**src/sdcf_pkg.sv**
```systemverilog
`timescale 1ns / 1ps
// ----------------------------------------------------------------------------
// sdcf_pkg
// Shared types and constants of the serial display command framer.
// ----------------------------------------------------------------------------
package sdcf_pkg;

  localparam int PAYLOAD_DEPTH_DEF = 64;
  localparam int QUEUE_DEPTH       = 2;
  localparam int BYTE_W            = 8;
  localparam int DATA_INDEX_W      = 6;
  localparam int COUNT_W           = 7;
  localparam int CFG_INDEX_W       = 3;

  localparam logic [BYTE_W-1:0] NEWLINE_BYTE = 8'h0A;

  // configuration register indexes
  localparam logic [CFG_INDEX_W-1:0] REG_START      = 3'd0;
  localparam logic [CFG_INDEX_W-1:0] REG_END        = 3'd1;
  localparam logic [CFG_INDEX_W-1:0] REG_BITMAP     = 3'd2;
  localparam logic [CFG_INDEX_W-1:0] REG_COLOUR     = 3'd3;
  localparam logic [CFG_INDEX_W-1:0] REG_BRIGHTNESS = 3'd4;
  localparam logic [CFG_INDEX_W-1:0] REG_OFF        = 3'd5;
  localparam logic [CFG_INDEX_W-1:0] REG_ON         = 3'd6;
  localparam logic [CFG_INDEX_W-1:0] REG_DROP_NL    = 3'd7;

  typedef enum logic [2:0] {
    CMD_BITMAP = 3'd0,
    CMD_COLOUR = 3'd1,
    CMD_BRIGHT = 3'd2,
    CMD_OFF    = 3'd3,
    CMD_ON     = 3'd4
  } cmd_t;

  typedef enum logic [2:0] {
    FR_IDLE   = 3'd0,
    FR_READY  = 3'd1,
    FR_BITMAP = 3'd2,
    FR_COLOUR = 3'd3,
    FR_BRIGHT = 3'd4
  } fr_state_t;

  typedef enum logic {
    BK_IDLE = 1'b0,
    BK_EMIT = 1'b1
  } bk_state_t;

  typedef struct packed {
    logic [BYTE_W-1:0] start_byte;
    logic [BYTE_W-1:0] end_byte;
    logic [BYTE_W-1:0] bitmap_byte;
    logic [BYTE_W-1:0] colour_byte;
    logic [BYTE_W-1:0] brightness_byte;
    logic [BYTE_W-1:0] off_byte;
    logic [BYTE_W-1:0] on_byte;
    logic              drop_newline;
  } cfg_t;

  // one framed command waiting for the back end
  typedef struct packed {
    cmd_t               cmd;
    logic [BYTE_W-1:0]  first_arg;
    logic [COUNT_W-1:0] count;
  } desc_t;

  typedef struct packed {
    logic full;
    logic empty;
  } q_status_t;

endpackage

```
**src/sdcf_in_if.sv**
```systemverilog
`timescale 1ns / 1ps
// ----------------------------------------------------------------------------
// sdcf_in_if
// Received byte channel: valid/ready handshake with one byte of payload.
// ----------------------------------------------------------------------------
interface sdcf_in_if;
  logic                          valid;
  logic                          ready;
  logic [sdcf_pkg::BYTE_W-1:0]   rx_byte;

  modport source (output valid, output rx_byte, input ready);
  modport sink   (input valid, input rx_byte, output ready);
endinterface

```
**src/sdcf_out_if.sv**
```systemverilog
`timescale 1ns / 1ps
// ----------------------------------------------------------------------------
// sdcf_out_if
// Display command channel: valid/ready handshake with one command request.
// ----------------------------------------------------------------------------
interface sdcf_out_if;
  logic                             valid;
  logic                             ready;
  sdcf_pkg::cmd_t                   command;
  logic [sdcf_pkg::BYTE_W-1:0]      first_arg;
  logic [sdcf_pkg::BYTE_W-1:0]      second_arg;
  logic [sdcf_pkg::DATA_INDEX_W-1:0] data_index;
  logic [sdcf_pkg::COUNT_W-1:0]     payload_count;
  logic                             last;

  modport source (output valid, output command, output first_arg, output second_arg,
                  output data_index, output payload_count, output last, input ready);
  modport sink   (input valid, input command, input first_arg, input second_arg,
                  input data_index, input payload_count, input last, output ready);
endinterface

```
**src/sdcf_ram.sv**
```systemverilog
`timescale 1ns / 1ps
// ----------------------------------------------------------------------------
// sdcf_ram
// Generic single-write, single-read RAM with registered read data.
// ----------------------------------------------------------------------------
module sdcf_ram #(
  parameter int WIDTH = 8,
  parameter int DEPTH = 64
) (
  input  logic                     clk,
  input  logic                     wr_en,
  input  logic [$clog2(DEPTH)-1:0] wr_addr,
  input  logic [WIDTH-1:0]         wr_data,
  input  logic                     rd_en,
  input  logic [$clog2(DEPTH)-1:0] rd_addr,
  output logic [WIDTH-1:0]         rd_data
);

  logic [WIDTH-1:0] mem_r [DEPTH];
  logic [WIDTH-1:0] rd_data_r;

  always_ff @(posedge clk) begin
    if (wr_en) begin
      mem_r[wr_addr] <= wr_data;
    end
    if (rd_en) begin
      rd_data_r <= mem_r[rd_addr];
    end
  end

  assign rd_data = rd_data_r;

endmodule

```
**src/sdcf_cmd_fifo.sv**
```systemverilog
`timescale 1ns / 1ps
// ----------------------------------------------------------------------------
// sdcf_cmd_fifo
// Short queue of framed command descriptors between front and back end.
// ----------------------------------------------------------------------------
module sdcf_cmd_fifo #(
  parameter int DEPTH = sdcf_pkg::QUEUE_DEPTH
) (
  input  logic                clk,
  input  logic                rst_n,
  input  logic                push,
  input  sdcf_pkg::desc_t     push_data,
  input  logic                pop,
  output sdcf_pkg::desc_t     pop_data,
  output sdcf_pkg::q_status_t status
);

  localparam int PTR_W = (DEPTH > 1) ? $clog2(DEPTH) : 1;
  localparam int CNT_W = $clog2(DEPTH + 1);

  sdcf_pkg::desc_t  entry_r [DEPTH];
  logic [PTR_W-1:0] wr_ptr_r, wr_ptr_nxt;
  logic [PTR_W-1:0] rd_ptr_r, rd_ptr_nxt;
  logic [CNT_W-1:0] cnt_r, cnt_nxt;

  always_comb begin
    wr_ptr_nxt = wr_ptr_r;
    rd_ptr_nxt = rd_ptr_r;
    cnt_nxt    = cnt_r;
    if (push) begin
      wr_ptr_nxt = (wr_ptr_r == PTR_W'(DEPTH - 1)) ? '0 : wr_ptr_r + 1'b1;
    end
    if (pop) begin
      rd_ptr_nxt = (rd_ptr_r == PTR_W'(DEPTH - 1)) ? '0 : rd_ptr_r + 1'b1;
    end
    if (push && !pop) begin
      cnt_nxt = cnt_r + 1'b1;
    end else if (pop && !push) begin
      cnt_nxt = cnt_r - 1'b1;
    end
  end

  always_ff @(posedge clk) begin
    if (!rst_n) begin
      wr_ptr_r <= '0;
      rd_ptr_r <= '0;
      cnt_r    <= '0;
    end else begin
      wr_ptr_r <= wr_ptr_nxt;
      rd_ptr_r <= rd_ptr_nxt;
      cnt_r    <= cnt_nxt;
    end
  end

  always_ff @(posedge clk) begin
    if (push) begin
      entry_r[wr_ptr_r] <= push_data;
    end
  end

  assign pop_data     = entry_r[rd_ptr_r];
  assign status.full  = (cnt_r == CNT_W'(DEPTH));
  assign status.empty = (cnt_r == '0);

  a_no_push_full: assert property (@(posedge clk) disable iff (!rst_n)
    push |-> !status.full)
    else $error("command queue overflow");

  a_no_pop_empty: assert property (@(posedge clk) disable iff (!rst_n)
    pop |-> !status.empty)
    else $error("command queue underflow");

endmodule

```
**src/sdcf_front.sv**
```systemverilog
`timescale 1ns / 1ps
// ----------------------------------------------------------------------------
// sdcf_front
// Byte classifier: frames commands, fills the payload store, queues commands.
// ----------------------------------------------------------------------------
module sdcf_front #(
  parameter int PAYLOAD_DEPTH = sdcf_pkg::PAYLOAD_DEPTH_DEF
) (
  input  logic                         clk,
  input  logic                         rst_n,
  input  sdcf_pkg::cfg_t               cfg,
  sdcf_in_if.sink                      in_chan,
  input  sdcf_pkg::q_status_t          q_status,
  output logic                         push,
  output sdcf_pkg::desc_t              push_data,
  input  logic                         store_done,
  output logic                         wr_en,
  output logic [$clog2(PAYLOAD_DEPTH)-1:0] wr_addr,
  output logic [sdcf_pkg::BYTE_W-1:0]  wr_data
);

  localparam int ADDR_W = $clog2(PAYLOAD_DEPTH);
  localparam int FILL_W = $clog2(PAYLOAD_DEPTH + 1);
  localparam int BUSY_W = $clog2(sdcf_pkg::QUEUE_DEPTH + 2);

  sdcf_pkg::fr_state_t         state_r, state_nxt;
  logic [FILL_W-1:0]           fill_r, fill_nxt;
  logic [sdcf_pkg::BYTE_W-1:0] byte0_r, byte0_nxt;
  logic [BUSY_W-1:0]           busy_r, busy_nxt;

  logic                        accept;
  logic                        live;
  logic                        in_payload;
  logic                        is_close;
  logic                        is_fill;
  logic                        push_store;
  logic [sdcf_pkg::BYTE_W-1:0] c;

  assign c          = in_chan.rx_byte;
  assign in_payload = (state_r == sdcf_pkg::FR_BITMAP) || (state_r == sdcf_pkg::FR_COLOUR) ||
                      (state_r == sdcf_pkg::FR_BRIGHT);
  // hold input while the queue is full or, inside a payload, while the store is still being read
  assign in_chan.ready = !q_status.full && !(in_payload && (busy_r != '0));
  assign accept     = in_chan.valid && in_chan.ready;
  assign live       = accept && !(cfg.drop_newline && (c == sdcf_pkg::NEWLINE_BYTE));
  assign is_close   = (c == cfg.end_byte) || (c == cfg.start_byte);
  assign is_fill    = (fill_r == FILL_W'(PAYLOAD_DEPTH - 1));

  // next state
  always_comb begin
    state_nxt = state_r;
    if (live) begin
      case (state_r)
        sdcf_pkg::FR_IDLE: begin
          if (c == cfg.start_byte) state_nxt = sdcf_pkg::FR_READY;
        end
        sdcf_pkg::FR_READY: begin
          if (c == cfg.bitmap_byte)          state_nxt = sdcf_pkg::FR_BITMAP;
          else if (c == cfg.colour_byte)     state_nxt = sdcf_pkg::FR_COLOUR;
          else if (c == cfg.brightness_byte) state_nxt = sdcf_pkg::FR_BRIGHT;
          else if ((c == cfg.off_byte) || (c == cfg.on_byte) || is_close)
            state_nxt = sdcf_pkg::FR_IDLE;
        end
        sdcf_pkg::FR_BITMAP, sdcf_pkg::FR_COLOUR, sdcf_pkg::FR_BRIGHT: begin
          if (is_close || is_fill) state_nxt = sdcf_pkg::FR_IDLE;
        end
        default: begin
          state_nxt = (c == cfg.start_byte) ? sdcf_pkg::FR_READY : sdcf_pkg::FR_IDLE;
        end
      endcase
    end
  end

  // outputs and datapath
  always_comb begin
    push                = 1'b0;
    push_data.cmd       = sdcf_pkg::CMD_OFF;
    push_data.first_arg = '0;
    push_data.count     = '0;
    wr_en               = 1'b0;
    wr_addr             = fill_r[ADDR_W-1:0];
    wr_data             = c;
    fill_nxt            = fill_r;
    byte0_nxt           = byte0_r;
    if (live) begin
      case (state_r)
        sdcf_pkg::FR_READY: begin
          if ((c != cfg.bitmap_byte) && (c != cfg.colour_byte) &&
              (c != cfg.brightness_byte)) begin
            if (c == cfg.off_byte) begin
              push          = 1'b1;
              push_data.cmd = sdcf_pkg::CMD_OFF;
            end else if (c == cfg.on_byte) begin
              push          = 1'b1;
              push_data.cmd = sdcf_pkg::CMD_ON;
            end
          end
        end
        sdcf_pkg::FR_BITMAP, sdcf_pkg::FR_COLOUR, sdcf_pkg::FR_BRIGHT: begin
          case (state_r)
            sdcf_pkg::FR_BITMAP: push_data.cmd = sdcf_pkg::CMD_BITMAP;
            sdcf_pkg::FR_COLOUR: push_data.cmd = sdcf_pkg::CMD_COLOUR;
            default:             push_data.cmd = sdcf_pkg::CMD_BRIGHT;
          endcase
          push_data.first_arg = (fill_r != '0) ? byte0_r : '0;
          if (is_close) begin
            push            = 1'b1;
            push_data.count = sdcf_pkg::COUNT_W'(fill_r);
            fill_nxt        = '0;
          end else begin
            wr_en = 1'b1;
            if (fill_r == '0) byte0_nxt = c;
            if (is_fill) begin
              push            = 1'b1;
              push_data.count = sdcf_pkg::COUNT_W'(PAYLOAD_DEPTH);
              fill_nxt        = '0;
            end else begin
              fill_nxt = fill_r + 1'b1;
            end
          end
        end
        default: begin
          fill_nxt = '0;
        end
      endcase
    end
  end

  assign push_store = push && ((push_data.cmd == sdcf_pkg::CMD_BITMAP) ||
                               (push_data.cmd == sdcf_pkg::CMD_COLOUR));
  assign busy_nxt   = busy_r + BUSY_W'(push_store) - BUSY_W'(store_done);

  always_ff @(posedge clk) begin
    if (!rst_n) begin
      state_r <= sdcf_pkg::FR_IDLE;
      fill_r  <= '0;
      busy_r  <= '0;
    end else begin
      state_r <= state_nxt;
      fill_r  <= fill_nxt;
      busy_r  <= busy_nxt;
    end
  end

  always_ff @(posedge clk) begin
    byte0_r <= byte0_nxt;
  end

  a_no_write_while_read: assert property (@(posedge clk) disable iff (!rst_n)
    wr_en |-> (busy_r == '0))
    else $error("payload store written while back end still reads it");

  a_busy_bound: assert property (@(posedge clk) disable iff (!rst_n)
    busy_r <= BUSY_W'(sdcf_pkg::QUEUE_DEPTH + 1))
    else $error("store user count out of range");

endmodule

```
**src/sdcf_back.sv**
```systemverilog
`timescale 1ns / 1ps
// ----------------------------------------------------------------------------
// sdcf_back
// Command executor: walks the payload store and drives the output register.
// ----------------------------------------------------------------------------
module sdcf_back #(
  parameter int PAYLOAD_DEPTH = sdcf_pkg::PAYLOAD_DEPTH_DEF
) (
  input  logic                         clk,
  input  logic                         rst_n,
  input  sdcf_pkg::q_status_t          q_status,
  input  sdcf_pkg::desc_t              q_data,
  output logic                         pop,
  output logic                         rd_en,
  output logic [$clog2(PAYLOAD_DEPTH)-1:0] rd_addr,
  input  logic [sdcf_pkg::BYTE_W-1:0]  rd_data,
  output logic                         store_done,
  sdcf_out_if.source                   out_chan
);

  localparam int IDX_W = $clog2(PAYLOAD_DEPTH);

  sdcf_pkg::bk_state_t state_r, state_nxt;
  sdcf_pkg::desc_t     desc_r, desc_nxt;
  logic [IDX_W-1:0]    idx_r, idx_nxt;

  logic                              out_valid_r, out_valid_nxt;
  sdcf_pkg::cmd_t                    out_cmd_r;
  logic [sdcf_pkg::BYTE_W-1:0]       out_first_r, out_second_r;
  logic [sdcf_pkg::DATA_INDEX_W-1:0] out_index_r;
  logic [sdcf_pkg::COUNT_W-1:0]      out_count_r;
  logic                              out_last_r;

  logic                        slot_free;
  logic                        load;
  logic                        uses_store;
  logic                        more;
  logic [sdcf_pkg::BYTE_W-1:0] stored;

  assign slot_free  = !out_valid_r || out_chan.ready;
  assign uses_store = (desc_r.cmd == sdcf_pkg::CMD_BITMAP) ||
                      (desc_r.cmd == sdcf_pkg::CMD_COLOUR);
  assign more       = (desc_r.cmd == sdcf_pkg::CMD_BITMAP) &&
                      (idx_r != IDX_W'(PAYLOAD_DEPTH - 1));
  // entries at or past the fill count are masked and read as zero
  assign stored     = (sdcf_pkg::COUNT_W'(idx_r) < desc_r.count) ? rd_data : '0;

  // next state
  always_comb begin
    state_nxt = state_r;
    case (state_r)
      sdcf_pkg::BK_IDLE: begin
        if (!q_status.empty) state_nxt = sdcf_pkg::BK_EMIT;
      end
      sdcf_pkg::BK_EMIT: begin
        if (slot_free && !more) state_nxt = sdcf_pkg::BK_IDLE;
      end
      default: state_nxt = sdcf_pkg::BK_IDLE;
    endcase
  end

  // outputs
  always_comb begin
    pop        = 1'b0;
    rd_en      = 1'b0;
    rd_addr    = IDX_W'(1);
    load       = 1'b0;
    store_done = 1'b0;
    desc_nxt   = desc_r;
    idx_nxt    = idx_r;
    case (state_r)
      sdcf_pkg::BK_IDLE: begin
        if (!q_status.empty) begin
          pop      = 1'b1;
          desc_nxt = q_data;
          idx_nxt  = IDX_W'(1);
          rd_en    = 1'b1;
        end
      end
      sdcf_pkg::BK_EMIT: begin
        if (slot_free) begin
          load = 1'b1;
          if (more) begin
            idx_nxt = idx_r + 1'b1;
            rd_en   = 1'b1;
            rd_addr = idx_r + 1'b1;
          end else begin
            store_done = uses_store;
          end
        end
      end
      default: ;
    endcase
  end

  assign out_valid_nxt = load ? 1'b1 : (out_chan.ready ? 1'b0 : out_valid_r);

  always_ff @(posedge clk) begin
    if (!rst_n) begin
      state_r     <= sdcf_pkg::BK_IDLE;
      out_valid_r <= 1'b0;
    end else begin
      state_r     <= state_nxt;
      out_valid_r <= out_valid_nxt;
    end
  end

  always_ff @(posedge clk) begin
    desc_r <= desc_nxt;
    idx_r  <= idx_nxt;
    if (load) begin
      out_cmd_r    <= desc_r.cmd;
      out_first_r  <= desc_r.first_arg;
      out_second_r <= uses_store ? stored : '0;
      out_index_r  <= (desc_r.cmd == sdcf_pkg::CMD_BITMAP) ?
                      sdcf_pkg::DATA_INDEX_W'(idx_r) : '0;
      out_count_r  <= desc_r.count;
      out_last_r   <= !more;
    end
  end

  assign out_chan.valid         = out_valid_r;
  assign out_chan.command       = out_cmd_r;
  assign out_chan.first_arg     = out_first_r;
  assign out_chan.second_arg    = out_second_r;
  assign out_chan.data_index    = out_index_r;
  assign out_chan.payload_count = out_count_r;
  assign out_chan.last          = out_last_r;

  a_done_ends_run: assert property (@(posedge clk) disable iff (!rst_n)
    store_done |=> (state_r == sdcf_pkg::BK_IDLE))
    else $error("store released while a run is still open");

  a_pop_only_idle: assert property (@(posedge clk) disable iff (!rst_n)
    pop |-> (state_r == sdcf_pkg::BK_IDLE))
    else $error("descriptor taken during a run");

endmodule

```
**src/serial_display_command_framer.sv**
```systemverilog
`timescale 1ns / 1ps
// ----------------------------------------------------------------------------
// serial_display_command_framer
// Frames received serial bytes into display command requests.
// ----------------------------------------------------------------------------
// Each byte is taken when in_ready is high. The front end classifies it,
// fills the payload store and, on a payload close or an immediate off/on
// command, queues a command descriptor. The back end turns each descriptor
// into output requests: off, on and brightness give one request, colour one
// request after a store read, and bitmap PAYLOAD_DEPTH-1 requests at one per
// cycle, paced by the single read port of the payload store and by out_ready.
// A queued bitmap or colour command keeps the store until its last request is
// loaded; earlier commands in the queue and output stalls delay that release.
// During that time bytes that arrive inside the next payload are held off
// (in_ready low); bytes outside a payload keep flowing until the two-entry
// command queue fills. Store entries past the fill count read as zero, so no
// clearing pass runs after reset or at the end of a frame.
// ----------------------------------------------------------------------------
module serial_display_command_framer #(
  parameter int PAYLOAD_DEPTH = sdcf_pkg::PAYLOAD_DEPTH_DEF
) (
  input  logic                             clk,
  input  logic                             rst_n,
  sdcf_in_if.sink                          in_chan,
  sdcf_out_if.source                       out_chan,
  input  logic                             cfg_we,
  input  logic [sdcf_pkg::CFG_INDEX_W-1:0] cfg_index,
  input  logic [sdcf_pkg::BYTE_W-1:0]      cfg_data
);

  localparam int ADDR_W = $clog2(PAYLOAD_DEPTH);

  sdcf_pkg::cfg_t      cfg_r, cfg_nxt;
  sdcf_pkg::q_status_t q_status;
  sdcf_pkg::desc_t     push_data, pop_data;
  logic                push, pop;
  logic                store_done;
  logic                wr_en, rd_en;
  logic [ADDR_W-1:0]   wr_addr, rd_addr;
  logic [sdcf_pkg::BYTE_W-1:0] wr_data, rd_data;

  // register file: update the addressed field, hold the rest
  always_comb begin
    cfg_nxt = cfg_r;
    if (cfg_we) begin
      case (cfg_index)
        sdcf_pkg::REG_START:      cfg_nxt.start_byte      = cfg_data;
        sdcf_pkg::REG_END:        cfg_nxt.end_byte        = cfg_data;
        sdcf_pkg::REG_BITMAP:     cfg_nxt.bitmap_byte     = cfg_data;
        sdcf_pkg::REG_COLOUR:     cfg_nxt.colour_byte     = cfg_data;
        sdcf_pkg::REG_BRIGHTNESS: cfg_nxt.brightness_byte = cfg_data;
        sdcf_pkg::REG_OFF:        cfg_nxt.off_byte        = cfg_data;
        sdcf_pkg::REG_ON:         cfg_nxt.on_byte         = cfg_data;
        sdcf_pkg::REG_DROP_NL:    cfg_nxt.drop_newline    = cfg_data[0];
        default: ;
      endcase
    end
  end

  always_ff @(posedge clk) begin
    if (!rst_n) begin
      cfg_r.start_byte      <= 8'd2;
      cfg_r.end_byte        <= 8'd3;
      cfg_r.bitmap_byte     <= 8'd66;
      cfg_r.colour_byte     <= 8'd67;
      cfg_r.brightness_byte <= 8'd76;
      cfg_r.off_byte        <= 8'd70;
      cfg_r.on_byte         <= 8'd78;
      cfg_r.drop_newline    <= 1'b1;
    end else begin
      cfg_r <= cfg_nxt;
    end
  end

  // classify bytes, fill the store, queue commands
  sdcf_front #(.PAYLOAD_DEPTH(PAYLOAD_DEPTH)) u_front (
    .clk        (clk),
    .rst_n      (rst_n),
    .cfg        (cfg_r),
    .in_chan    (in_chan),
    .q_status   (q_status),
    .push       (push),
    .push_data  (push_data),
    .store_done (store_done),
    .wr_en      (wr_en),
    .wr_addr    (wr_addr),
    .wr_data    (wr_data)
  );

  // decouple framing from request delivery
  sdcf_cmd_fifo #(.DEPTH(sdcf_pkg::QUEUE_DEPTH)) u_fifo (
    .clk       (clk),
    .rst_n     (rst_n),
    .push      (push),
    .push_data (push_data),
    .pop       (pop),
    .pop_data  (pop_data),
    .status    (q_status)
  );

  // payload store
  sdcf_ram #(.WIDTH(sdcf_pkg::BYTE_W), .DEPTH(PAYLOAD_DEPTH)) u_store (
    .clk     (clk),
    .wr_en   (wr_en),
    .wr_addr (wr_addr),
    .wr_data (wr_data),
    .rd_en   (rd_en),
    .rd_addr (rd_addr),
    .rd_data (rd_data)
  );

  // walk the store and emit requests
  sdcf_back #(.PAYLOAD_DEPTH(PAYLOAD_DEPTH)) u_back (
    .clk        (clk),
    .rst_n      (rst_n),
    .q_status   (q_status),
    .q_data     (pop_data),
    .pop        (pop),
    .rd_en      (rd_en),
    .rd_addr    (rd_addr),
    .rd_data    (rd_data),
    .store_done (store_done),
    .out_chan   (out_chan)
  );

endmodule
```
**src/flat_wrapper.sv**
```systemverilog
// flat-port wrapper written by rule: the top's interface ports become plain ports
module serial_display_command_framer_flat 
#(
  parameter int PAYLOAD_DEPTH = sdcf_pkg::PAYLOAD_DEPTH_DEF
)
  (clk, rst_n, cfg_we, cfg_index, cfg_data, in_chan_valid, in_chan_rx_byte, in_chan_ready, out_chan_valid, out_chan_command, out_chan_first_arg, out_chan_second_arg, out_chan_data_index, out_chan_payload_count, out_chan_last, out_chan_ready);
  sdcf_in_if in_chan_i ();
  sdcf_out_if out_chan_i ();
  input  logic clk;
  input  logic rst_n;
  input  logic cfg_we;
  input  logic [sdcf_pkg::CFG_INDEX_W-1:0] cfg_index;
  input  logic [sdcf_pkg::BYTE_W-1:0] cfg_data;
  input wire logic [$bits(in_chan_i.valid)-1:0] in_chan_valid;
  input wire logic [$bits(in_chan_i.rx_byte)-1:0] in_chan_rx_byte;
  output wire logic [$bits(in_chan_i.ready)-1:0] in_chan_ready;
  output wire logic [$bits(out_chan_i.valid)-1:0] out_chan_valid;
  output wire logic [$bits(out_chan_i.command)-1:0] out_chan_command;
  output wire logic [$bits(out_chan_i.first_arg)-1:0] out_chan_first_arg;
  output wire logic [$bits(out_chan_i.second_arg)-1:0] out_chan_second_arg;
  output wire logic [$bits(out_chan_i.data_index)-1:0] out_chan_data_index;
  output wire logic [$bits(out_chan_i.payload_count)-1:0] out_chan_payload_count;
  output wire logic [$bits(out_chan_i.last)-1:0] out_chan_last;
  input wire logic [$bits(out_chan_i.ready)-1:0] out_chan_ready;
  assign in_chan_i.valid = in_chan_valid;
  assign in_chan_i.rx_byte = in_chan_rx_byte;
  assign in_chan_ready = in_chan_i.ready;
  assign out_chan_valid = out_chan_i.valid;
  assign out_chan_command = out_chan_i.command;
  assign out_chan_first_arg = out_chan_i.first_arg;
  assign out_chan_second_arg = out_chan_i.second_arg;
  assign out_chan_data_index = out_chan_i.data_index;
  assign out_chan_payload_count = out_chan_i.payload_count;
  assign out_chan_last = out_chan_i.last;
  assign out_chan_i.ready = out_chan_ready;
  serial_display_command_framer #(.PAYLOAD_DEPTH(PAYLOAD_DEPTH)) u_core (.clk(clk), .rst_n(rst_n), .in_chan(in_chan_i), .out_chan(out_chan_i), .cfg_we(cfg_we), .cfg_index(cfg_index), .cfg_data(cfg_data));
endmodule
```
**config.mk**
```make
export PLATFORM = sky130hd
export DESIGN_NAME = serial_display_command_framer_flat
export DESIGN_NICKNAME = d
export VERILOG_FILES = /design/src/sdcf_pkg.sv /design/src/sdcf_in_if.sv /design/src/sdcf_out_if.sv /design/src/sdcf_ram.sv /design/src/sdcf_cmd_fifo.sv /design/src/sdcf_front.sv /design/src/sdcf_back.sv /design/src/serial_display_command_framer.sv /design/src/flat_wrapper.sv
export SDC_FILE = /design/constraint.sdc
export NUM_CORES = 1
export LEC_CHECK = 0
export ABC_AREA = 1
export BUFFER_PORTS_ARGS = -buffer_cell sky130_fd_sc_hd__buf_2
export CAP_MARGIN = 20
export CORE_UTILIZATION = 59
export CTS_BUF_LIST = sky130_fd_sc_hd__clkbuf_8
export DETAILED_ROUTE_END_ITERATION = 8
export GPL_TIMING_DRIVEN = 0
export MAX_ROUTING_LAYER = met4
export PLACE_DENSITY_LB_ADDON = 0.15
export SETUP_SLACK_MARGIN = 0.2
export SKIP_CTS_REPAIR_TIMING = 1
export SLEW_MARGIN = 20
export SYNTH_ARGS = -nofsm -noshare
export SYNTH_HDL_FRONTEND = slang
export SYNTH_HIERARCHICAL = 1
export SYNTH_SLANG_ARGS = --single-unit
```
**constraint.sdc**
```tcl
create_clock -name clk -period 2.95 [get_ports clk]
set_input_delay 0.59 -clock clk [delete_from_list [all_inputs] [get_ports clk]]
set_output_delay 0.59 -clock clk [all_outputs]
set_load 0.01 [all_outputs]
```
* After elaboration in Yosys (flattened, before gate mapping)
Memories as Yosys holds them, arrays and structs flattened. A register that Yosys moved wholly into a read port is not among the register bits. Index checks and enable logic that the tools add are counted.
Operators by class: $add $sub $neg 8, order comparisons 1, equal/unequal tests 33, muxes and demuxes 60, bitwise operators 4, reductions and logical operators 53
Operators by type and width (count):
- == test 8 bit | 7
- two-way mux 6 bit | 6
- two-way mux 1 bit | 28
- two-way mux 7 bit | 4
- two-way mux 3 bit | 9
- != test 8 bit | 3
- AND reduction 2 bit | 11
- two-way mux 18 bit | 1
- == test 3 bit, second input constant | 5
- two-way mux 15 bit | 1
- one-hot mux 7 bit (2 select lines) | 1
- == test 3 x 1 -> 1 bit, second input constant | 4
- == test 3 x 2 -> 1 bit, second input constant | 4
- logical AND 1 bit | 12
- zero test 3 bit | 4
- one-hot mux 6 bit (2 select lines) | 1
- logical OR 1 bit | 9
- one-hot mux 3 bit (3 select lines) | 1
- == test 8 x 4 -> 1 bit, second input constant | 1
- two-way mux 8 bit | 1
- AND reduction 4 bit | 2
- adder 7 x 1 -> 7 bit, second input constant | 1
- == test 7 x 6 -> 1 bit, second input constant | 1
- zero test 1 bit | 7
- 23 further kinds | 35
Word-level totals: register bits after elaboration 122, memory bits (writable) 548, input bits 24, output and inout bits 35, memories 2
Memories:
- u_core.u_store.mem_r | depth 64, bits a word 8, read ports 1, clocked after Yosys merged registers in 1, write ports 1, line sdcf_ram.sv:19 | logic [WIDTH-1:0] mem_r [DEPTH];
- u_core.u_fifo.entry_r | depth 2, bits a word 18, read ports 1, clocked after Yosys merged registers in 1, write ports 1, line sdcf_cmd_fifo.sv:21 | sdcf_pkg::desc_t entry_r [DEPTH];

* Longest topological paths before layout
Gate-level depths: netlist of the first run.
depth in word-level cells 14, gate-level depth with buffers 19, gate-level depth less buffers 18

* By module
Netlist of the first run, hierarchy kept.
By module, submodules not included:
- sdcf_ram | times used 1, cells an instance 1805, area each 21419.3 sq um, sequential area each 15615.0 sq um
- sdcf_back | times used 1, cells an instance 169, area each 2379.8 sq um, sequential area each 1751.7 sq um
- serial_display_command_framer | times used 1, cells an instance 315, area each 2287.2 sq um, sequential area each 1141.1 sq um
- sdcf_front | times used 1, cells an instance 370, area each 2283.4 sq um, sequential area each 480.5 sq um
- sdcf_cmd_fifo | times used 1, cells an instance 91, area each 1580.3 sq um, sequential area each 1181.1 sq um

* Worst setup path after synthesis of the first run
OpenSTA, ideal clock, no wires.
kind input port to flip-flop, from input in_chan_rx_byte[3], to memory u_core.u_store.mem_r[48][0] (enable), arrival time 2.752 ns, required time 2.555 ns, path slack -0.197 ns, cell stages on the path 10, cells stage by stage buf_4 -> xnor2_1 -> nand2_1 -> nor2_1 -> nand2_1 -> nand3_1 -> nor2_1 -> clkbuf_1 -> nand4_1 -> nor4_1
Between the ends: longest elaborated chain between the ends 7, elaborated cells on any way between the ends 12
RTL lines:
- from (decl) | line flat_wrapper.sv:15 | input wire logic [$bits(in_chan_i.rx_byte)-1:0] in_chan_rx_byte;
- == test 8 bit or == test 8 x 4 -> 1 bit (tied branches) | line sdcf_front.sv:46, sdcf_front.sv:45
- logical OR 1 bit or logical AND 1 bit (tied branches) | line sdcf_front.sv:46, sdcf_front.sv:45
- two-way mux 1 bit or zero test 1 bit (tied branches) | line sdcf_front.sv:106, sdcf_front.sv:45
- two-way mux 1 bit or logical AND 1 bit (tied branches) | line sdcf_front.sv:86, sdcf_front.sv:45
- two-way mux 1 bit (*) | line sdcf_front.sv:85 | if (live) begin
- net u_core.wr_en | line serial_display_command_framer.sv:38 | logic wr_en, rd_en;
- two-way mux 1 bit (*) | line sdcf_ram.sv:23 | if (wr_en) begin
- two-way mux 1 bit (implied by the code) (*) | line sdcf_ram.sv:24 | mem_r[wr_addr] <= wr_data;
- to (decl) | line sdcf_ram.sv:19
The timed path passes the listed nets; every way through them passes the cells marked *.

* Final worst setup path of the first run
from register u_core.u_back.idx_r[0], to register u_core.u_store.rd_data_r[3], in the netlist u_core/u_store/rd_data[3], read port of u_core.u_store.mem_r (data pin)
Between the ends: longest elaborated chain between the ends 5, elaborated cells on any way between the ends 9
RTL lines:
- from (decl) | line sdcf_back.sv:25 | logic [IDX_W-1:0] idx_r, idx_nxt;
- from (signal assigned) | line sdcf_back.sv:110 | idx_r <= idx_nxt;
- parallel branches: the longest is 2 deep, another holds adder 6 x 1 -> 6 bit
- two-way mux 6 bit (*) | line sdcf_back.sv:83 | if (more) begin
- two-way mux 6 bit (*) | line sdcf_back.sv:81 | if (slot_free) begin
- two-way mux 6 bit (*) | line sdcf_back.sv:71 | case (state_r)
- net u_core.rd_addr[1] | line serial_display_command_framer.sv:39 | logic [ADDR_W-1:0] wr_addr, rd_addr;
- to (decl) | line sdcf_ram.sv:20 | logic [WIDTH-1:0] rd_data_r;
Mark *: on every way through the listed nets, which the timed path passes. A chain may end at the register's enable or synchronous reset.

==> impl_metrics.yaml, run 1 <==
logic_synthesis:
  yosysWarnings: 6
  postSynthCellCount: 2750
  syn_avg_cell_area_um2: 10.9
  synth_edf_count: 621
  synth_nets: 2785
  synth-async-reset-ratio: 0
  synth_ff_type: "edfxtp_1"
  ys_seq_area_frac: 0.673
  yosysUniqueCellTypes: 47
  syn_area_um2: 29900
  synth_seq_cells: 697
critical_path:
  arrival_ps: 3160
  cpMostUsedCell: "nand3_1"
  crit_chain: "ha_2 > nand2_2 > nor2_4 > nand3_4 > nand3b_4 > nor2_4 > inv_1 > buf_12 > buf_6 > nand3_1 > nand3_1 > nand2_1 > nand2_1 > nand3_1 > nand3_2 > nand2_2"
  critPathCaptureType: "flop"
  critPathMaxStageDelay_ps: 380
  crit_fanout: 10
  cpMaxStageDelayCell: "edfxtp_1"
  path_class: "flop to flop"
  cp.required_ps: 3400
  critPathLaunchType: "flop"
grt:
  grt_max_degree: 65
  antenna_found_initial: 1
  grt_pass1_wl_um: 120000
  grt-ovfl-total: 0
  track_usage: 0.331
  grt_pass1_vias: 20200
placed_design:
  placed_area_um2: 31300
  place_congestion: 1.00
  portBuffers: 58
  hpwl_um: 54400
flow_run:
  cap_violations: 0
die:
  initial_utilization: 0.598
  fp.dieW_um: 227
  coreArea_um2: 50100
  die_y_um: 227
  fp-row-count: 82
  design.portCount: 59
  die-area_um2: 51700
drt:
  drc: 0
  routedWlPerCell_um: 22.0
  vias: 21400
  ant_nets: 0
  wl_um: 82200
  vias_per_cell: 5.74
  drtIter0Drc: 2235
  first_pass_iters: 6
clock_network:
  cts_tree: "yes"
  cts.clk_slew.worst_paths_ps: 60
  cts_htree_levels: 3
  cts_sinks: 697
  cts.root.buffer_cell: "clkbuf_8"
  cts_buffers: 109
  cts.path.max_buffers: 3
  clock_latency_ps: 720
power_and_ir_drop:
  internal-power_w: 0.0164
  power.net_switching_w: 0.00622
  seqPwrFrac: 0.513
  p_sw_frac: 0.275
  peakVddDrop_mv: 0.465
  clockPowerShare: 0.334
  p_comb_frac: 0.153
  powerDensity_nw_per_um2: 657
  power_leakage_nw: 13.1
layout:
  drive_gt1_frac: 0.196
  final_cell_area_um2: 34400
  final_util: 0.688
  final_nets: 3006
  syn2layout_area_growth_pct: 15.0
timing:
  rsz0062_at_grt: "yes"
  worst_pin_slew_ps: 953
  post-route-min-period_ps: 2710
  min_period_over_period: 0.920
  final.setup_skew_ps: 30.1
  slew_viol_final: 0
  finalSetupViolCount: 0
  finalHoldViolCount: 0
  tns_ps: 0
  timing.hold.ws_ps: 92.6
  slew_headroom: 0.363
  fmaxAchievable_ghz: 0.369
min_path:
  hp-class: "input port to flop"
status:
  status: "complete, no violations"
state kept, by name (all words and copies together) (netlist names), named ones only:
| name | cells |
|---|---|
| u_core/u_store/rd_data | 8 |
| u_core/u_back/out_chan.second_arg | 8 |
| u_core/u_front/state_r | 3 |
| u_core/u_back/out_chan.first_arg | 8 |
| u_core/u_fifo/rd_ptr_r | 1 |
| u_core/u_back/idx_r | 6 |
| u_core/u_back/out_chan.valid | 1 |
| u_core/u_front/fill_r | 7 |
| u_core/u_back/out_chan.payload_count | 7 |
| u_core/u_back/desc_r | 18 |
| u_core/u_front/byte0_r | 8 |
| u_core/u_back/state_r | 1 |
| u_core/cfg_r | 57 |
| u_core/u_back/out_chan.data_index | 6 |
| u_core/u_fifo/wr_ptr_r | 1 |
| u_core/u_fifo/cnt_r | 2 |
| u_core/u_front/busy_r | 2 |
| u_core/u_back/out_chan.command | 3 |
| u_core/u_store/mem_r | 512 |
| u_core/u_fifo/entry_r | 36 |
| u_core/u_back/out_chan.last | 1 |
area by class of cell:
class	count	area, um^2
diodes	1	2.50
fillers	3725	15600
flip-flops and latches	697	20200
plain buffers	151	1360
clock buffers	115	1580
clock inverters	82	440
well taps	672	841
inverters	117	455
repair buffers	109	732
multi-input cells	1786	8860
through the flow:
stage / power, W / setup WS, ps / std cells
4_1_cts: 0.0224 / -760 / 3681
5_1_grt: 0.0235 / 173 / 3730
6_report: 0.0226 / 237 / 3730
2_1_floorplan: 0.0138 / 61.5 / 2750
3_5_place_dp: 0.0149 / -1320 / 3484
3_3_place_gp: 0.0148 / -1290 / 3480
worst paths after layout:
| path | slack [ps] | depth (start not counted) | startpoint | endpoint |
|---|---|---|---|---|
| setup / recovery | 240 | 16 | u_core/u_back/idx_r[0]$_SDFFCE_PN1P_ | u_core/u_store/rd_data[3]$_DFFE_PP_ |
| hold / removal | 90 | 1 | in_chan_rx_byte[0] | u_core/u_front/byte0_r[0]$_DFFE_PP_ |
| setup reg to reg | 240 | 16 | u_core/u_back/idx_r[0]$_SDFFCE_PN1P_ | u_core/u_store/rd_data[3]$_DFFE_PP_ |
| hold reg to reg | 420 | 0 | u_core/u_back/desc_r[12]$_DFFE_PP_ | u_core/u_back/out_chan.first_arg[5]$_DFFE_PP_ |
cell families (layout without fill, tap and decap cells):
kind of cell | Yosys count | after routing | synth area share
AOI/OAI and AO/OA | 30 | 30 | 0.00593
xor gates and xnor gates | 34 | 34 | 0.00994
adders and majority gates | 11 | 11 | 0.00460
buffers and inverters | 268 | 574 | 0.0525
DFF | 697 | 697 | 0.673
muxes | 18 | 18 | 0.00802
other | 0 | 1 | 0
and+or+nand+nor | 1692 | 1693 | 0.246
cells in the final DEF (no fill, tap or decap), types with 10 or more instances in the layout:
cell / synthesis / layout
a21oi_1: 11 / 11
buf_2: 41 / 68
buf_4: 31 / 76
buf_6: 46 / 63
clkbuf_2: 0 / 14
clkbuf_4: 0 / 11
clkbuf_8: 0 / 116
clkinv_1: 0 / 18
clkinv_2: 1 / 14
dfxtp_1: 76 / 73
edfxtp_1: 621 / 621
inv_1: 99 / 140
inv_2: 13 / 13
mux2_4: 10 / 10
nand2_1: 874 / 865
nand2_2: 12 / 20
nand3_1: 517 / 476
nand3_2: 2 / 42
nand4_1: 18 / 18
nor2_1: 210 / 150
nor2_2: 10 / 53
nor2_4: 11 / 29
nor3_1: 11 / 10
xnor2_1: 28 / 26
synthesized netlist by cell type, types with 2 or more instances:
| master | number | area share |
|---|---|---|
| or2_1 | 2 | 0.00042 |
| ha_1 | 11 | 0.0046 |
| nor2_2 | 10 | 0.0021 |
| nand3b_1 | 2 | 0.00050 |
| xnor2_1 | 28 | 0.0082 |
| mux2_4 | 10 | 0.0050 |
| clkbuf_1 | 16 | 0.0020 |
| nor2_4 | 11 | 0.0041 |
| nor2_8 | 2 | 0.0013 |
| buf_1 | 14 | 0.0018 |
| buf_2 | 41 | 0.0069 |
| nand3_1 | 517 | 0.086 |
| o21ai_2 | 4 | 0.0012 |
| inv_4 | 3 | 0.00063 |
| o21ai_1 | 2 | 0.00033 |
| buf_4 | 31 | 0.0078 |
| nand2_1 | 874 | 0.11 |
| nand2_4 | 2 | 0.00075 |
| o21ai_0 | 9 | 0.0015 |
| xor2_1 | 6 | 0.0018 |
| nand2_2 | 12 | 0.0025 |
| nand3_4 | 2 | 0.0012 |
| a21oi_1 | 11 | 0.0018 |
| inv_2 | 13 | 0.0016 |
| nand3_2 | 2 | 0.00067 |
| buf_6 | 46 | 0.017 |
| nor2_1 | 210 | 0.026 |
| dfxtp_1 | 76 | 0.051 |
| nand4_1 | 18 | 0.0038 |
| inv_1 | 99 | 0.012 |
| a21oi_2 | 2 | 0.00058 |
| nor3_1 | 11 | 0.0018 |
| mux2_2 | 8 | 0.0030 |
| buf_8 | 2 | 0.0010 |
| nor4_1 | 8 | 0.0017 |
| or2_0 | 4 | 0.00084 |
| edfxtp_1 | 621 | 0.62 |
power by group through the flow:
stage	clock network, W	registers [W]	logic, W
2_1_floorplan	0	0.0118	0.00201
3_3_place_gp	0	0.0118	0.00300
3_5_place_dp	0	0.0118	0.00312
4_1_cts	0.00766	0.0116	0.00314
5_1_grt	0.00806	0.0116	0.00375
6_report	0.00755	0.0116	0.00347
routing by layer:
metal | part of all wire | global-route usage
met1 | 0.38 | 0.403
met5 | 0 | -
met3 | 0.091 | 0.0675
met4 | 0.047 | 0.170
met2 | 0.48 | 0.525
worst max-delay path, delay by kind of cell, from the launching register on:
family / cells / cell delay (ps)
simple gates: 12 / 1360
buf+inv: 3 / 490
flops: 1 / 380
fa+ha+maj: 1 / 200
No activity file was read; power rests on OpenSTA's default activity.
==> run 2, diff against run 1 <==
CORE_UTILIZATION = 65   (was 59)
clock period = 3.49 ns   (was 2.95 ns; I/O delays follow)
==> impl_metrics.yaml, run 2 (same netlist as run 1, synthesis figures left out) <==
critical_path:
  path_class: "input port to flop"
  crit_fanout: 9
  rr_startpoint: "u_core/cfg_r[45]$_SDFFE_PN0P_"
  r2r_slack_ps: -110
  cp.buffers_inverters: 4
  reg2reg_depth: 11
  cp.required_ps: 3800
  critical_path.top_delay_family: "simple AND/OR/NAND/NOR gates"
  r2r_end: "u_core/u_store/mem_r[9][1]$_DFFE_PP_"
  crit_chain: "buf_2 > buf_6 > inv_2 > nand2_1 > nand2_1 > nand2_1 > nor2_1 > nand2_1 > nand3_1 > nor2_1 > clkbuf_2 > nand4_1 > nor2_1"
  critPathMaxStageDelay_ps: 1010
  critPathLaunchType: "input port"
  cpMaxStageDelayCell: "nor2_1"
  critPathCaptureType: "flop"
  startpoint: "in_chan_rx_byte[7]"
  arrival_ps: 3920
  cpMostUsedCell: "nand2_1"
layout:
  regMostFlops: "u_core/u_store/mem_r"
  final_common_cell: "nand2_1"
  largest_reg_flops: 512
  fillers: 3114
  top_regs: "u_core/u_store/mem_r: 512 flops, u_core/cfg_r: 57 flops, u_core/u_fifo/entry_r: 36 flops"
  diodes: 0
  stdcell_count: 3638
  final_cell_mix: "nand2_1 (874), edfxtp_1 (621), nand3_1 (517), nor2_1 (179), inv_1 (143)"
  drive_gt1_frac: 0.155
  syn2layout_area_growth_pct: 11.7
  final_nets: 2981
  final_cell_area_um2: 33400
die:
  fp.dieW_um: 217
  coreArea_um2: 45400
  fp-row-count: 78
  initial_utilization: 0.660
  die-area_um2: 46900
  die_y_um: 217
  design.portCount: 59
drt:
  wl_um: 80800
  drtIter0Drc: 2756
  vias: 21300
  first_pass_iters: 8
  routedWlPerCell_um: 22.2
  vias_per_cell: 5.85
  drc: 0
  ant_nets: 0
min_path:
  hp-class: "input port to flop"
  worstHoldPathCells: 1
  whs_endpoint: "u_core/u_front/byte0_r[2]$_DFFE_PP_"
  worstHoldStart: "in_chan_rx_byte[2]"
placed_design:
  place_inst: 3419
  placed_area_um2: 31100
  hpwl_um: 54700
  portBuffers: 58
  preCtsSetupSlack_ps: -1060
  place_congestion: 1.01
grt:
  grt_pass1_vias: 20500
  track_usage: 0.359
  grt-ovfl-total: 0
  antenna_found_initial: 0
  grt_max_degree: 65
  grt_pass1_wl_um: 119000
power_and_ir_drop:
  seqPwrFrac: 0.523
  internal-power_w: 0.0136
  clockPowerShare: 0.332
  p_comb_frac: 0.145
  peakVddDrop_mv: 0.521
  p_total_w: 0.0188
  powerDensity_nw_per_um2: 561
  power.net_switching_w: 0.00514
  p_sw_frac: 0.274
  power_leakage_nw: 12.8
timing:
  setup_slack_ps: -115
  rsz0062_at_grt: "yes"
  finalHoldViolCount: 0
  slew_headroom: 0.253
  finalSetupViolCount: 20
  worst_pin_slew_ps: 1120
  final.setup_skew_ps: 32.9
  min_period_over_period: 1.03
  post-route-min-period_ps: 3610
  slew_viol_final: 0
  fmaxAchievable_ghz: 0.277
clock_network:
  cts_sinks: 697
  clock_latency_ps: 710
  cts_buffers: 105
  cts_tree: "yes"
  cts_htree_levels: 3
  cts.path.max_buffers: 3
  cts.clk_slew.worst_paths_ps: 60
  cts.root.buffer_cell: "clkbuf_8"
status:
  violations: "setup timing"
  status: "finished, violations left"
flow_run:
  cap_violations: 0
-- run 2: changes by cell type in the layout (fill, tap and decap cells not counted), moves of 20 or more --
cell / change
nand3_1: +41
nand3_2: -40
nor2_1: +29
buf_2: +26
nor2_2: -23
buf_4: -20
-- run 2: worst max-delay path by stage --
stage / to / depth (start not counted) / slack, ps
floorplan: u_core/u_store/mem_r[48][0]$_DFFE_PP_ / 10 / 240
global placement: u_core/u_store/mem_r[49][1]$_DFFE_PP_ / 13 / -1300
detailed placement: u_core/u_store/mem_r[28][3]$_DFFE_PP_ / 13 / -1060
CTS: u_core/u_store/mem_r[28][4]$_DFFE_PP_ / 11 / -380
global route: u_core/u_store/mem_r[25][6]$_DFFE_PP_ / 11 / -280
finish: u_core/u_store/mem_r[9][1]$_DFFE_PP_ / 13 / -120
-- run 2: per-layer routing --
layer / GRT usage / vias to the layer above / wire length (um)
met4: 0.148 / 0 / 2770
met2: 0.562 / 1130 / 38800
met1: 0.453 / 10200 / 30500
li1: - / 9791 / -
met3: 0.0848 / 189 / 8680
met5: - / - / 0
-- run 2: power by group through the flow --
| stage | registers, W | clock network [W] | logic [W] |
|---|---|---|---|
| after floorplan | 0.00999 | 0 | 0.00168 |
| after global placement | 0.00997 | 0 | 0.00253 |
| after detailed placement | 0.00999 | 0 | 0.00262 |
| after CTS | 0.00982 | 0.00629 | 0.00263 |
| after global routing | 0.00985 | 0.00662 | 0.00294 |
| final | 0.00981 | 0.00623 | 0.00271 |
-- run 2: per-stage QoR --
stage / hold slack [ps] / util / TNS, ps
after floorplan: 400 / - / 0
after global placement: 402 / 0.683 / -412830
after detailed placement: 405 / 0.686 / -374440
after CTS: 193 / 0.729 / -44520
after global routing: 218 / 0.737 / -6980
final: 235 / 0.737 / -1730
-- run 2: final cells by class --
type	count	area, um^2	share of cell area
Inverter	117	453	0.0135
Multi-Input combinational cell	1786	8440	0.252
Sequential cell	697	20200	0.603
Timing Repair Buffer	88	517	0.0155
Buffer	151	1160	0.0346
Clock buffer	107	1470	0.0440
Clock inverter	92	487	0.0146
Tap cell	600	751	0.0224
